===== config.mk =====
export PLATFORM = sky130hd
export DESIGN_NAME = midi_note_transpose_split_router_core
export DESIGN_NICKNAME = d
export VERILOG_FILES = /design/src/mntsr_pkg.sv /design/src/midi_note_transpose_split_router_core.sv
export SDC_FILE = /design/constraint.sdc
export NUM_CORES = 1
export LEC_CHECK = 0
export ABC_AREA = 1
export BUFFER_PORTS_ARGS = -buffer_cell sky130_fd_sc_hd__buf_2
export CORE_UTILIZATION = 41
export CTS_CLUSTER_DIAMETER = 60
export DETAILED_ROUTE_END_ITERATION = 16
export HOLD_SLACK_MARGIN = 0.02
export PLACE_DENSITY = 0.68
export SLEW_MARGIN = 40
export SYNTH_ARGS = -nofsm -noshare
export SYNTH_HDL_FRONTEND = slang
export SYNTH_SLANG_ARGS = --single-unit

===== constraint.sdc =====
create_clock -name clk -period 5.3 [get_ports clk]
set_input_delay 1.59 -clock clk [delete_from_list [all_inputs] [get_ports clk]]
set_output_delay 1.59 -clock clk [all_outputs]
set_load 0.02 [all_outputs]

===== src/mntsr_pkg.sv =====
`timescale 1ns / 1ps
`default_nettype none

package mntsr_pkg;

	// status nibbles
	localparam logic [3:0] NIB_NOTE_OFF = 4'h8;
	localparam logic [3:0] NIB_NOTE_ON  = 4'h9;
	localparam logic [3:0] NIB_CONTROL  = 4'hB;

	// sustain controller
	localparam logic [6:0] CC_SUSTAIN  = 7'd64;
	localparam logic [6:0] CC_VAL_ON   = 7'd127;
	localparam logic [6:0] CC_VAL_OFF  = 7'd0;

	localparam int unsigned NOTE_COUNT = 128;
	localparam int unsigned NOTE_W     = $clog2(NOTE_COUNT);

	// register reset values
	localparam logic [3:0] RST_OCTAVE    = 4'd0;
	localparam logic [3:0] RST_SEMITONE  = 4'd0;
	localparam logic       RST_SPLIT_EN  = 1'b0;
	localparam logic [6:0] RST_SPLIT_PT  = 7'd60;
	localparam logic [3:0] RST_UPPER_CH  = 4'd0;
	localparam logic [3:0] RST_LOWER_CH  = 4'd1;
	localparam logic [1:0] RST_MUTE      = 2'd0;
	localparam logic       RST_PASS_EN   = 1'b1;

	localparam int unsigned PADDR_W = 5;

	typedef enum logic [2:0] {
		REG_OCTAVE    = 3'd0,
		REG_SEMITONE  = 3'd1,
		REG_SPLIT_EN  = 3'd2,
		REG_SPLIT_PT  = 3'd3,
		REG_UPPER_CH  = 3'd4,
		REG_LOWER_CH  = 3'd5,
		REG_MUTE      = 3'd6,
		REG_PASS_EN   = 3'd7
	} reg_idx_t;

	typedef struct packed {
		logic [7:0] status;
		logic [6:0] d1;
		logic [6:0] d2;
		logic       held;
	} res_t;

endpackage

`default_nettype wire


===== src/midi_note_transpose_split_router_core.sv =====
// MIDI keyboard split and transpose router.
//
// Input channel (in_valid/in_ready): one word per MIDI message (operation=0)
// or sustain pedal toggle (operation=1). Output channel (out_valid/out_ready):
// zero, one or two words per input word, upper voice first, with last set on
// the final word of each input. An input that causes no word leaves nothing.
// Configuration goes through the APB port, one 32-bit register per 4 bytes;
// write it only while the block is idle.
//
// An accepted word is held in the input stage, and its first result is
// loaded from there into the output register once that register is free.
// A word with one result retires as that result is loaded (a word with
// none as soon as it advances), and the next word can be accepted in that
// same cycle; a word with two results holds the input stage until its
// second result is loaded, since the single output register takes one
// result per cycle while the receiver does not stall.
//
// Reset clears the pedal state, the 128-bit sounding-note store and all
// handshake state, and loads the register reset values. When the receiver
// stalls, the output register holds its word and the input stage holds its
// word; in_ready stays low while that word waits to retire.
`timescale 1ns / 1ps
`default_nettype none

module midi_note_transpose_split_router_core
	import mntsr_pkg::*;
(
	input  wire logic                clk,
	input  wire logic                arst_n,

	input  wire logic                psel,
	input  wire logic                penable,
	input  wire logic                pwrite,
	input  wire logic [PADDR_W-1:0]  paddr,
	input  wire logic [31:0]         pwdata,
	output logic      [31:0]         prdata,
	output logic                     pready,

	input  wire logic                in_valid,
	output logic                     in_ready,
	input  wire logic                operation,
	input  wire logic [7:0]          status_byte,
	input  wire logic [6:0]          data_one,
	input  wire logic [6:0]          data_two,

	output logic                     out_valid,
	input  wire logic                out_ready,
	output logic      [7:0]          status_out,
	output logic      [6:0]          data_one_out,
	output logic      [6:0]          data_two_out,
	output logic                     note_held,
	output logic                     last
);

	// ---------------------------------------------------------------
	// Configuration registers
	// ---------------------------------------------------------------
	logic [3:0] octave_q;
	logic [3:0] semitone_q;
	logic       split_en_q;
	logic [6:0] split_pt_q;
	logic [3:0] upper_ch_q;
	logic [3:0] lower_ch_q;
	logic [1:0] mute_q;
	logic       pass_en_q;

	reg_idx_t reg_idx;
	logic     cfg_wr;

	assign pready  = 1'b1;
	assign reg_idx = reg_idx_t'(paddr[PADDR_W-1:2]);
	assign cfg_wr  = psel && penable && pwrite;

	always_ff @(posedge clk or negedge arst_n) begin
		if (!arst_n) begin
			octave_q   <= RST_OCTAVE;
			semitone_q <= RST_SEMITONE;
			split_en_q <= RST_SPLIT_EN;
			split_pt_q <= RST_SPLIT_PT;
			upper_ch_q <= RST_UPPER_CH;
			lower_ch_q <= RST_LOWER_CH;
			mute_q     <= RST_MUTE;
			pass_en_q  <= RST_PASS_EN;
		end else if (cfg_wr) begin
			unique case (reg_idx)
				REG_OCTAVE:   octave_q   <= pwdata[3:0];
				REG_SEMITONE: semitone_q <= pwdata[3:0];
				REG_SPLIT_EN: split_en_q <= pwdata[0];
				REG_SPLIT_PT: split_pt_q <= pwdata[6:0];
				REG_UPPER_CH: upper_ch_q <= pwdata[3:0];
				REG_LOWER_CH: lower_ch_q <= pwdata[3:0];
				REG_MUTE:     mute_q     <= pwdata[1:0];
				REG_PASS_EN:  pass_en_q  <= pwdata[0];
				default:      ;
			endcase
		end
	end

	always_comb begin
		prdata = '0;
		unique case (reg_idx)
			REG_OCTAVE:   prdata[3:0] = octave_q;
			REG_SEMITONE: prdata[3:0] = semitone_q;
			REG_SPLIT_EN: prdata[0]   = split_en_q;
			REG_SPLIT_PT: prdata[6:0] = split_pt_q;
			REG_UPPER_CH: prdata[3:0] = upper_ch_q;
			REG_LOWER_CH: prdata[3:0] = lower_ch_q;
			REG_MUTE:     prdata[1:0] = mute_q;
			REG_PASS_EN:  prdata[0]   = pass_en_q;
			default:      prdata      = '0;
		endcase
	end

	// ---------------------------------------------------------------
	// Input stage: hold one accepted word
	// ---------------------------------------------------------------
	logic       valid_s1;
	logic       op_s1;
	logic [7:0] status_s1;
	logic [6:0] d1_s1;
	logic [6:0] d2_s1;
	logic       second_q;   // first result of the held word already sent

	logic in_fire;
	logic advance;
	logic retire;

	assign in_ready = !valid_s1 || retire;
	assign in_fire  = in_valid && in_ready;

	always_ff @(posedge clk or negedge arst_n) begin
		if (!arst_n) begin
			valid_s1 <= 1'b0;
			second_q <= 1'b0;
		end else begin
			if (in_fire) begin
				valid_s1 <= 1'b1;
			end else if (retire) begin
				valid_s1 <= 1'b0;
			end
			if (retire) begin
				second_q <= 1'b0;
			end else if (advance) begin
				second_q <= 1'b1;
			end
		end
	end

	always_ff @(posedge clk) begin
		if (in_fire) begin
			op_s1     <= operation;
			status_s1 <= status_byte;
			d1_s1     <= data_one;
			d2_s1     <= data_two;
		end
	end

	// ---------------------------------------------------------------
	// Pedal state and sounding-note store
	// ---------------------------------------------------------------
	logic                  sustain_q;
	logic [NOTE_COUNT-1:0] sounding_q;
	logic [NOTE_COUNT-1:0] sounding_d;

	// ---------------------------------------------------------------
	// Transpose and route
	// ---------------------------------------------------------------
	logic [8:0]        oct_ext;
	logic [8:0]        semi_ext;
	logic [8:0]        note_sum;
	logic [NOTE_W-1:0] note_idx;
	logic              note_ok;
	logic              is_off;
	logic              is_on;
	logic              up_on;
	logic              lo_on;
	logic              in_up;
	logic              in_lo;
	logic              sus_next;
	logic              held_new;

	res_t res_a;
	res_t res_b;
	logic a_v;
	logic b_v;
	res_t cur;
	logic cur_last;
	logic none;

	assign oct_ext  = {{5{octave_q[3]}}, octave_q};
	assign semi_ext = {{5{semitone_q[3]}}, semitone_q};
	// note + 12*octave + semitone; the sum stays within -104..218
	assign note_sum = {2'b00, d1_s1} + (oct_ext << 3) + (oct_ext << 2) + semi_ext;
	assign note_ok  = (note_sum[8:7] == 2'b00);
	assign note_idx = note_sum[NOTE_W-1:0];

	assign is_off   = !op_s1 && (status_s1[7:4] == NIB_NOTE_OFF);
	assign is_on    = !op_s1 && (status_s1[7:4] == NIB_NOTE_ON);
	assign up_on    = !mute_q[0];
	assign lo_on    = !mute_q[1];
	// split point of zero leaves the lower voice empty
	assign in_up    = up_on && (!split_en_q || (note_idx >= split_pt_q));
	assign in_lo    = lo_on && (!split_en_q || (note_idx < split_pt_q));
	assign sus_next = !sustain_q;

	// next store contents if this word touches a note
	always_comb begin
		sounding_d           = sounding_q;
		sounding_d[note_idx] = is_on;
	end
	assign held_new = sounding_d[note_idx];

	// two candidate results: slot a for the upper voice, slot b for the lower
	always_comb begin
		res_a = '0;
		res_b = '0;
		a_v   = 1'b0;
		b_v   = 1'b0;
		priority if (op_s1) begin
			res_a = '{status: {NIB_CONTROL, upper_ch_q}, d1: CC_SUSTAIN,
				d2: (sus_next ? CC_VAL_ON : CC_VAL_OFF), held: 1'b0};
			res_b = '{status: {NIB_CONTROL, lower_ch_q}, d1: CC_SUSTAIN,
				d2: (sus_next ? CC_VAL_ON : CC_VAL_OFF), held: 1'b0};
			a_v   = up_on;
			b_v   = lo_on;
		end else if (is_off || is_on) begin
			res_a = '{status: {status_s1[7:4], upper_ch_q}, d1: note_idx, d2: d2_s1,
				held: held_new};
			res_b = '{status: {status_s1[7:4], lower_ch_q}, d1: note_idx, d2: d2_s1,
				held: held_new};
			a_v   = note_ok && (is_off ? up_on : in_up);
			b_v   = note_ok && (is_off ? lo_on : in_lo);
		end else begin
			// anything else is forwarded as is when pass-through is on, mute mask or not
			res_a = '{status: status_s1, d1: d1_s1, d2: d2_s1, held: 1'b0};
			a_v   = pass_en_q;
		end
	end

	// pick the result to send this cycle
	always_comb begin
		if (second_q) begin
			cur      = res_b;
			cur_last = 1'b1;
		end else begin
			cur      = a_v ? res_a : res_b;
			cur_last = !(a_v && b_v);
		end
	end
	assign none = !a_v && !b_v;

	// ---------------------------------------------------------------
	// Output register
	// ---------------------------------------------------------------
	logic out_valid_q;
	res_t out_q;
	logic last_q;
	logic load;

	assign advance = valid_s1 && (!out_valid_q || out_ready);
	assign retire  = advance && (none || cur_last);
	assign load    = advance && !none;

	always_ff @(posedge clk or negedge arst_n) begin
		if (!arst_n) begin
			out_valid_q <= 1'b0;
		end else if (load) begin
			out_valid_q <= 1'b1;
		end else if (out_ready) begin
			out_valid_q <= 1'b0;
		end
	end

	always_ff @(posedge clk) begin
		if (load) begin
			out_q  <= cur;
			last_q <= cur_last;
		end
	end

	// commit pedal and store updates once per word, when it retires
	always_ff @(posedge clk or negedge arst_n) begin
		if (!arst_n) begin
			sustain_q  <= 1'b0;
			sounding_q <= '0;
		end else if (retire) begin
			if (op_s1) begin
				sustain_q <= sus_next;
			end
			if ((is_on || is_off) && !none) begin
				sounding_q <= sounding_d;
			end
		end
	end

	assign out_valid    = out_valid_q;
	assign status_out   = out_q.status;
	assign data_one_out = out_q.d1;
	assign data_two_out = out_q.d2;
	assign note_held    = out_q.held;
	assign last         = last_q;

endmodule

`default_nettype wire


==> impl_metrics.json <==
{
  "fillerInstances": 829,
  "period_minus_slack_ns": 5.71,
  "drt_iter0_markers": 167,
  "outcome": "finished, violations left",
  "chipWidth_um": 104,
  "antenna_found_initial": 0,
  "cts_buffers": 9,
  "io_pins": 126,
  "timing.fmax_mhz": 175,
  "synth_compound_area_share_pct": 9.97,
  "slew_headroom_pct": 52.4,
  "fin_tns_setup_ns": -7.10,
  "clock-root-buffer": "clkbuf_8",
  "core_region_area_um2": 9910,
  "ys_top_cells_by_area": "edfxtp_1, dfrtp_1, nand2_1",
  "hold_class": "flop to flop",
  "whs_path_depth": 2,
  "crit_path_end_kind": "primary output",
  "port_buffers": 72,
  "worst_slack_ns": -0.407,
  "gr-usage-all-layers_pct": 19.4,
  "die-area_um2": 10800,
  "syn_area_um2": 4240,
  "firstDrtPassIters": 5,
  "required_ns": 3.71,
  "skew_ns": 0.0138,
  "p_leak_nw": 2.62,
  "netlist_instances": 452,
  "min-delay-start": "upper_ch_q[1]",
  "whs_ns": 0.501,
  "synthMuxAreaShare_pct": 0,
  "htreeDepth": 3,
  "wl_per_cell_um": 14.1,
  "cp-start-kind": "flop",
  "yosysWarnings": 0,
  "max_cap_viol_count": 0,
  "critPathMaxFanout": 3,
  "clockBufferDepth": 2,
  "gp_congestion": 0.867,
  "rr_worst_depth": 35,
  "antenna_cells": 0,
  "rows": 36,
  "drv_slew": 0,
  "route.detailed.drc": 0,
  "yosys.cell_types.count": 36,
  "dpl.hpwl_um": 6950,
  "violations": "setup timing",
  "antenna_left": 0,
  "synth_top_area_cell": "edfxtp_1",
  "hold_violations": 0,
  "r2r-end": "data_two_out[5]",
  "r2r-start": "octave_q[1]",
  "synth_fa_ha_area_share_pct": 9.56,
  "synth_top_family_by_area": "simple AND/OR/NAND/NOR gates",
  "syn_area_per_cell_um2": 9.38,
  "min_to": "upper_ch_q[1]",
  "p_per_area_nw_per_um2": 542,
  "die_h_um": 104,
  "start_util_pct": 42.8,
  "fin_nets": 668,
  "finalSetupViolCount": 26,
  "clk_pin_slew_ns": 0.08,
  "grt_pass1_vias": 3386,
  "grt_remaining_overflow": 0,
  "rrSetupSlack_ns": -0.28,
  "vias_per_cell": 4.90,
  "cts_num_sinks": 78,
  "grt_max_degree": 32,
  "finalWirelength_um": 10000,
  "worstPathArrival_ns": 4.12,
  "synth-simple-area-share_pct": 15.7,
  "vias": 3489,
  "tritoncts": "yes",
  "ys_ff_latch": 78,
  "period_share_pct": 108,
  "grt_pass1_wl_um": 16400,
  "tightest_slew_ns": 0.713,
  "peakVddDrop_mv": 0.214,
  "yosysSeqAreaShare_pct": 51.8,
  "ctsHoldBuffers": 0,
  "yosysTopAreaCellShare_pct": 33.3,
  "syn_to_final_growth_pct": 27.7,
  "synth_xor_area_share_pct": 0.413,
  "path_class": "flop to primary output",
  "clock_latency_ns": 0.36,
  "rsz0062_at_grt": "yes",
  "layout-drive-gt1-share_pct": 31.6
}
-- cells in the mapped netlist --
cell,count
or2_2,1
nand2_1,91
a21boi_0,1
edfxtp_1,47
nand4_1,8
a21oi_2,1
buf_4,26
inv_1,75
o221ai_1,1
dfrtp_1,25
nand3_1,25
a21oi_1,13
a22oi_1,2
o2111ai_1,2
fa_1,9
o22ai_1,1
inv_2,1
o31ai_1,1
a21boi_1,1
xor2_1,1
a31oi_1,2
o211ai_1,3
clkinv_1,1
nor2_1,24
nor3_1,6
conb_1,2
nor4_4,1
xnor2_1,1
buf_2,2
dfstp_2,6
o21ai_0,39
clkbuf_1,9
a31o_2,1
o21bai_1,3
a221oi_1,2
ha_1,18
-- state kept, by name, indices dropped and copies added (netlist names), 2 cells and up --
register      flops
semitone_q        4
data_two_out      7
mute_q            2
d2_s1             7
status_out        8
status_s1         8
data_one_out      7
d1_s1             7
upper_ch_q        4
lower_ch_q        4
split_pt_q        7
octave_q          4
-- worst max-delay path, stage by stage, from the launching register on --
cell	delay, ns
dfrtp_1	0.37
inv_2	0.06
fa_1	0.55
inv_2	0.04
fa_1	0.53
inv_2	0.05
fa_2	0.41
inv_2	0.08
a31o_4	0.17
xor2_4	0.17
inv_2	0.06
ha_4	0.27
nand3_2	0.11
nor2_1	0.12
nor2_1	0.05
nand2_1	0.08
nand2_2	0.07
nand3_2	0.09
nand4_1	0.16
nand2_2	0.12
nand2_2	0.07
buf_6	0.13
-- cells in the final DEF (no fill, tap or decap), types with 14 or more instances in the layout --
master	n
buf_2	71
buf_4	40
conb_1	26
dfrtp_1	25
edfxtp_1	47
ha_1	14
inv_1	64
nand2_1	85
nand3_1	22
nor2_1	22
o21ai_0	38
-- how the worst max path moves through the flow --
stage                        from        to  slack (ns)  cells past startpoint
floorplan           semitone_q[3]  in_ready        0.03                     22
global placement      octave_q[0]  in_ready       -0.21                     22
detailed placement    octave_q[0]  in_ready       -0.27                     22
CTS                   octave_q[1]  in_ready       -0.36                     22
global route          octave_q[0]  in_ready       -0.63                     21
finish                octave_q[1]  in_ready       -0.41                     21
-- per-stage QoR --
| step | utilization, % | setup WS [ns] | cells | total power [mW] | cell area, µm² |
|---|---|---|---|---|---|
| 2_1_floorplan | - | 0.0316 | 476 | 1.64 | 4330 |
| 3_5_place_dp | 48.2 | -0.266 | 664 | 2.01 | 4770 |
| 4_1_cts | 54.6 | -0.365 | 715 | 2.87 | 5410 |
| 6_report | 54.6 | -0.407 | 712 | 2.93 | 5410 |
| 5_1_grt | 54.6 | -0.632 | 712 | 3.14 | 5410 |
| 3_3_place_gp | 48.2 | -0.209 | 664 | 1.97 | 4770 |
-- power by group --
group | internal [mW] | switching [mW]
combinational | 0.727 | 0.842
clock | 0.260 | 0.216
sequential | 0.818 | 0.0693
-- routing by layer --
metal / routed length, µm / up-vias / track usage (%)
li1: - / 1682 / -
met3: 778 / 16 / 5.29
met5: 0 / - / 0
met4: 165 / 0 / 6.94
met1: 4310 / 1636 / 24.9
met2: 4760 / 155 / 31.5
-- area by class of cell --
class                   count  area (µm²)  area share (%)
multi-input cells         284        1740            32.1
inverters                  77         289            5.34
flip-flops and latches     78        2190            40.5
clock buffers              12         166            3.07
repair buffers            124         811            15.0
well taps                 133         166            3.07
clock inverters             4        51.3           0.948
-- logic make-up after synthesis --
group           after synthesis
xor+xnor                      2
compound gates               73
simple gates                156
other cells                   2
fa+ha+maj                    27
flops                        78
buf+inv                     114
-- timing repair --
action,in CTS,in global routing
buffers inserted,35,3
resized for setup,41,9
pin swaps,16,11
setup endpoints to repair,1,28
No activity file was read; power rests on OpenSTA's default activity.
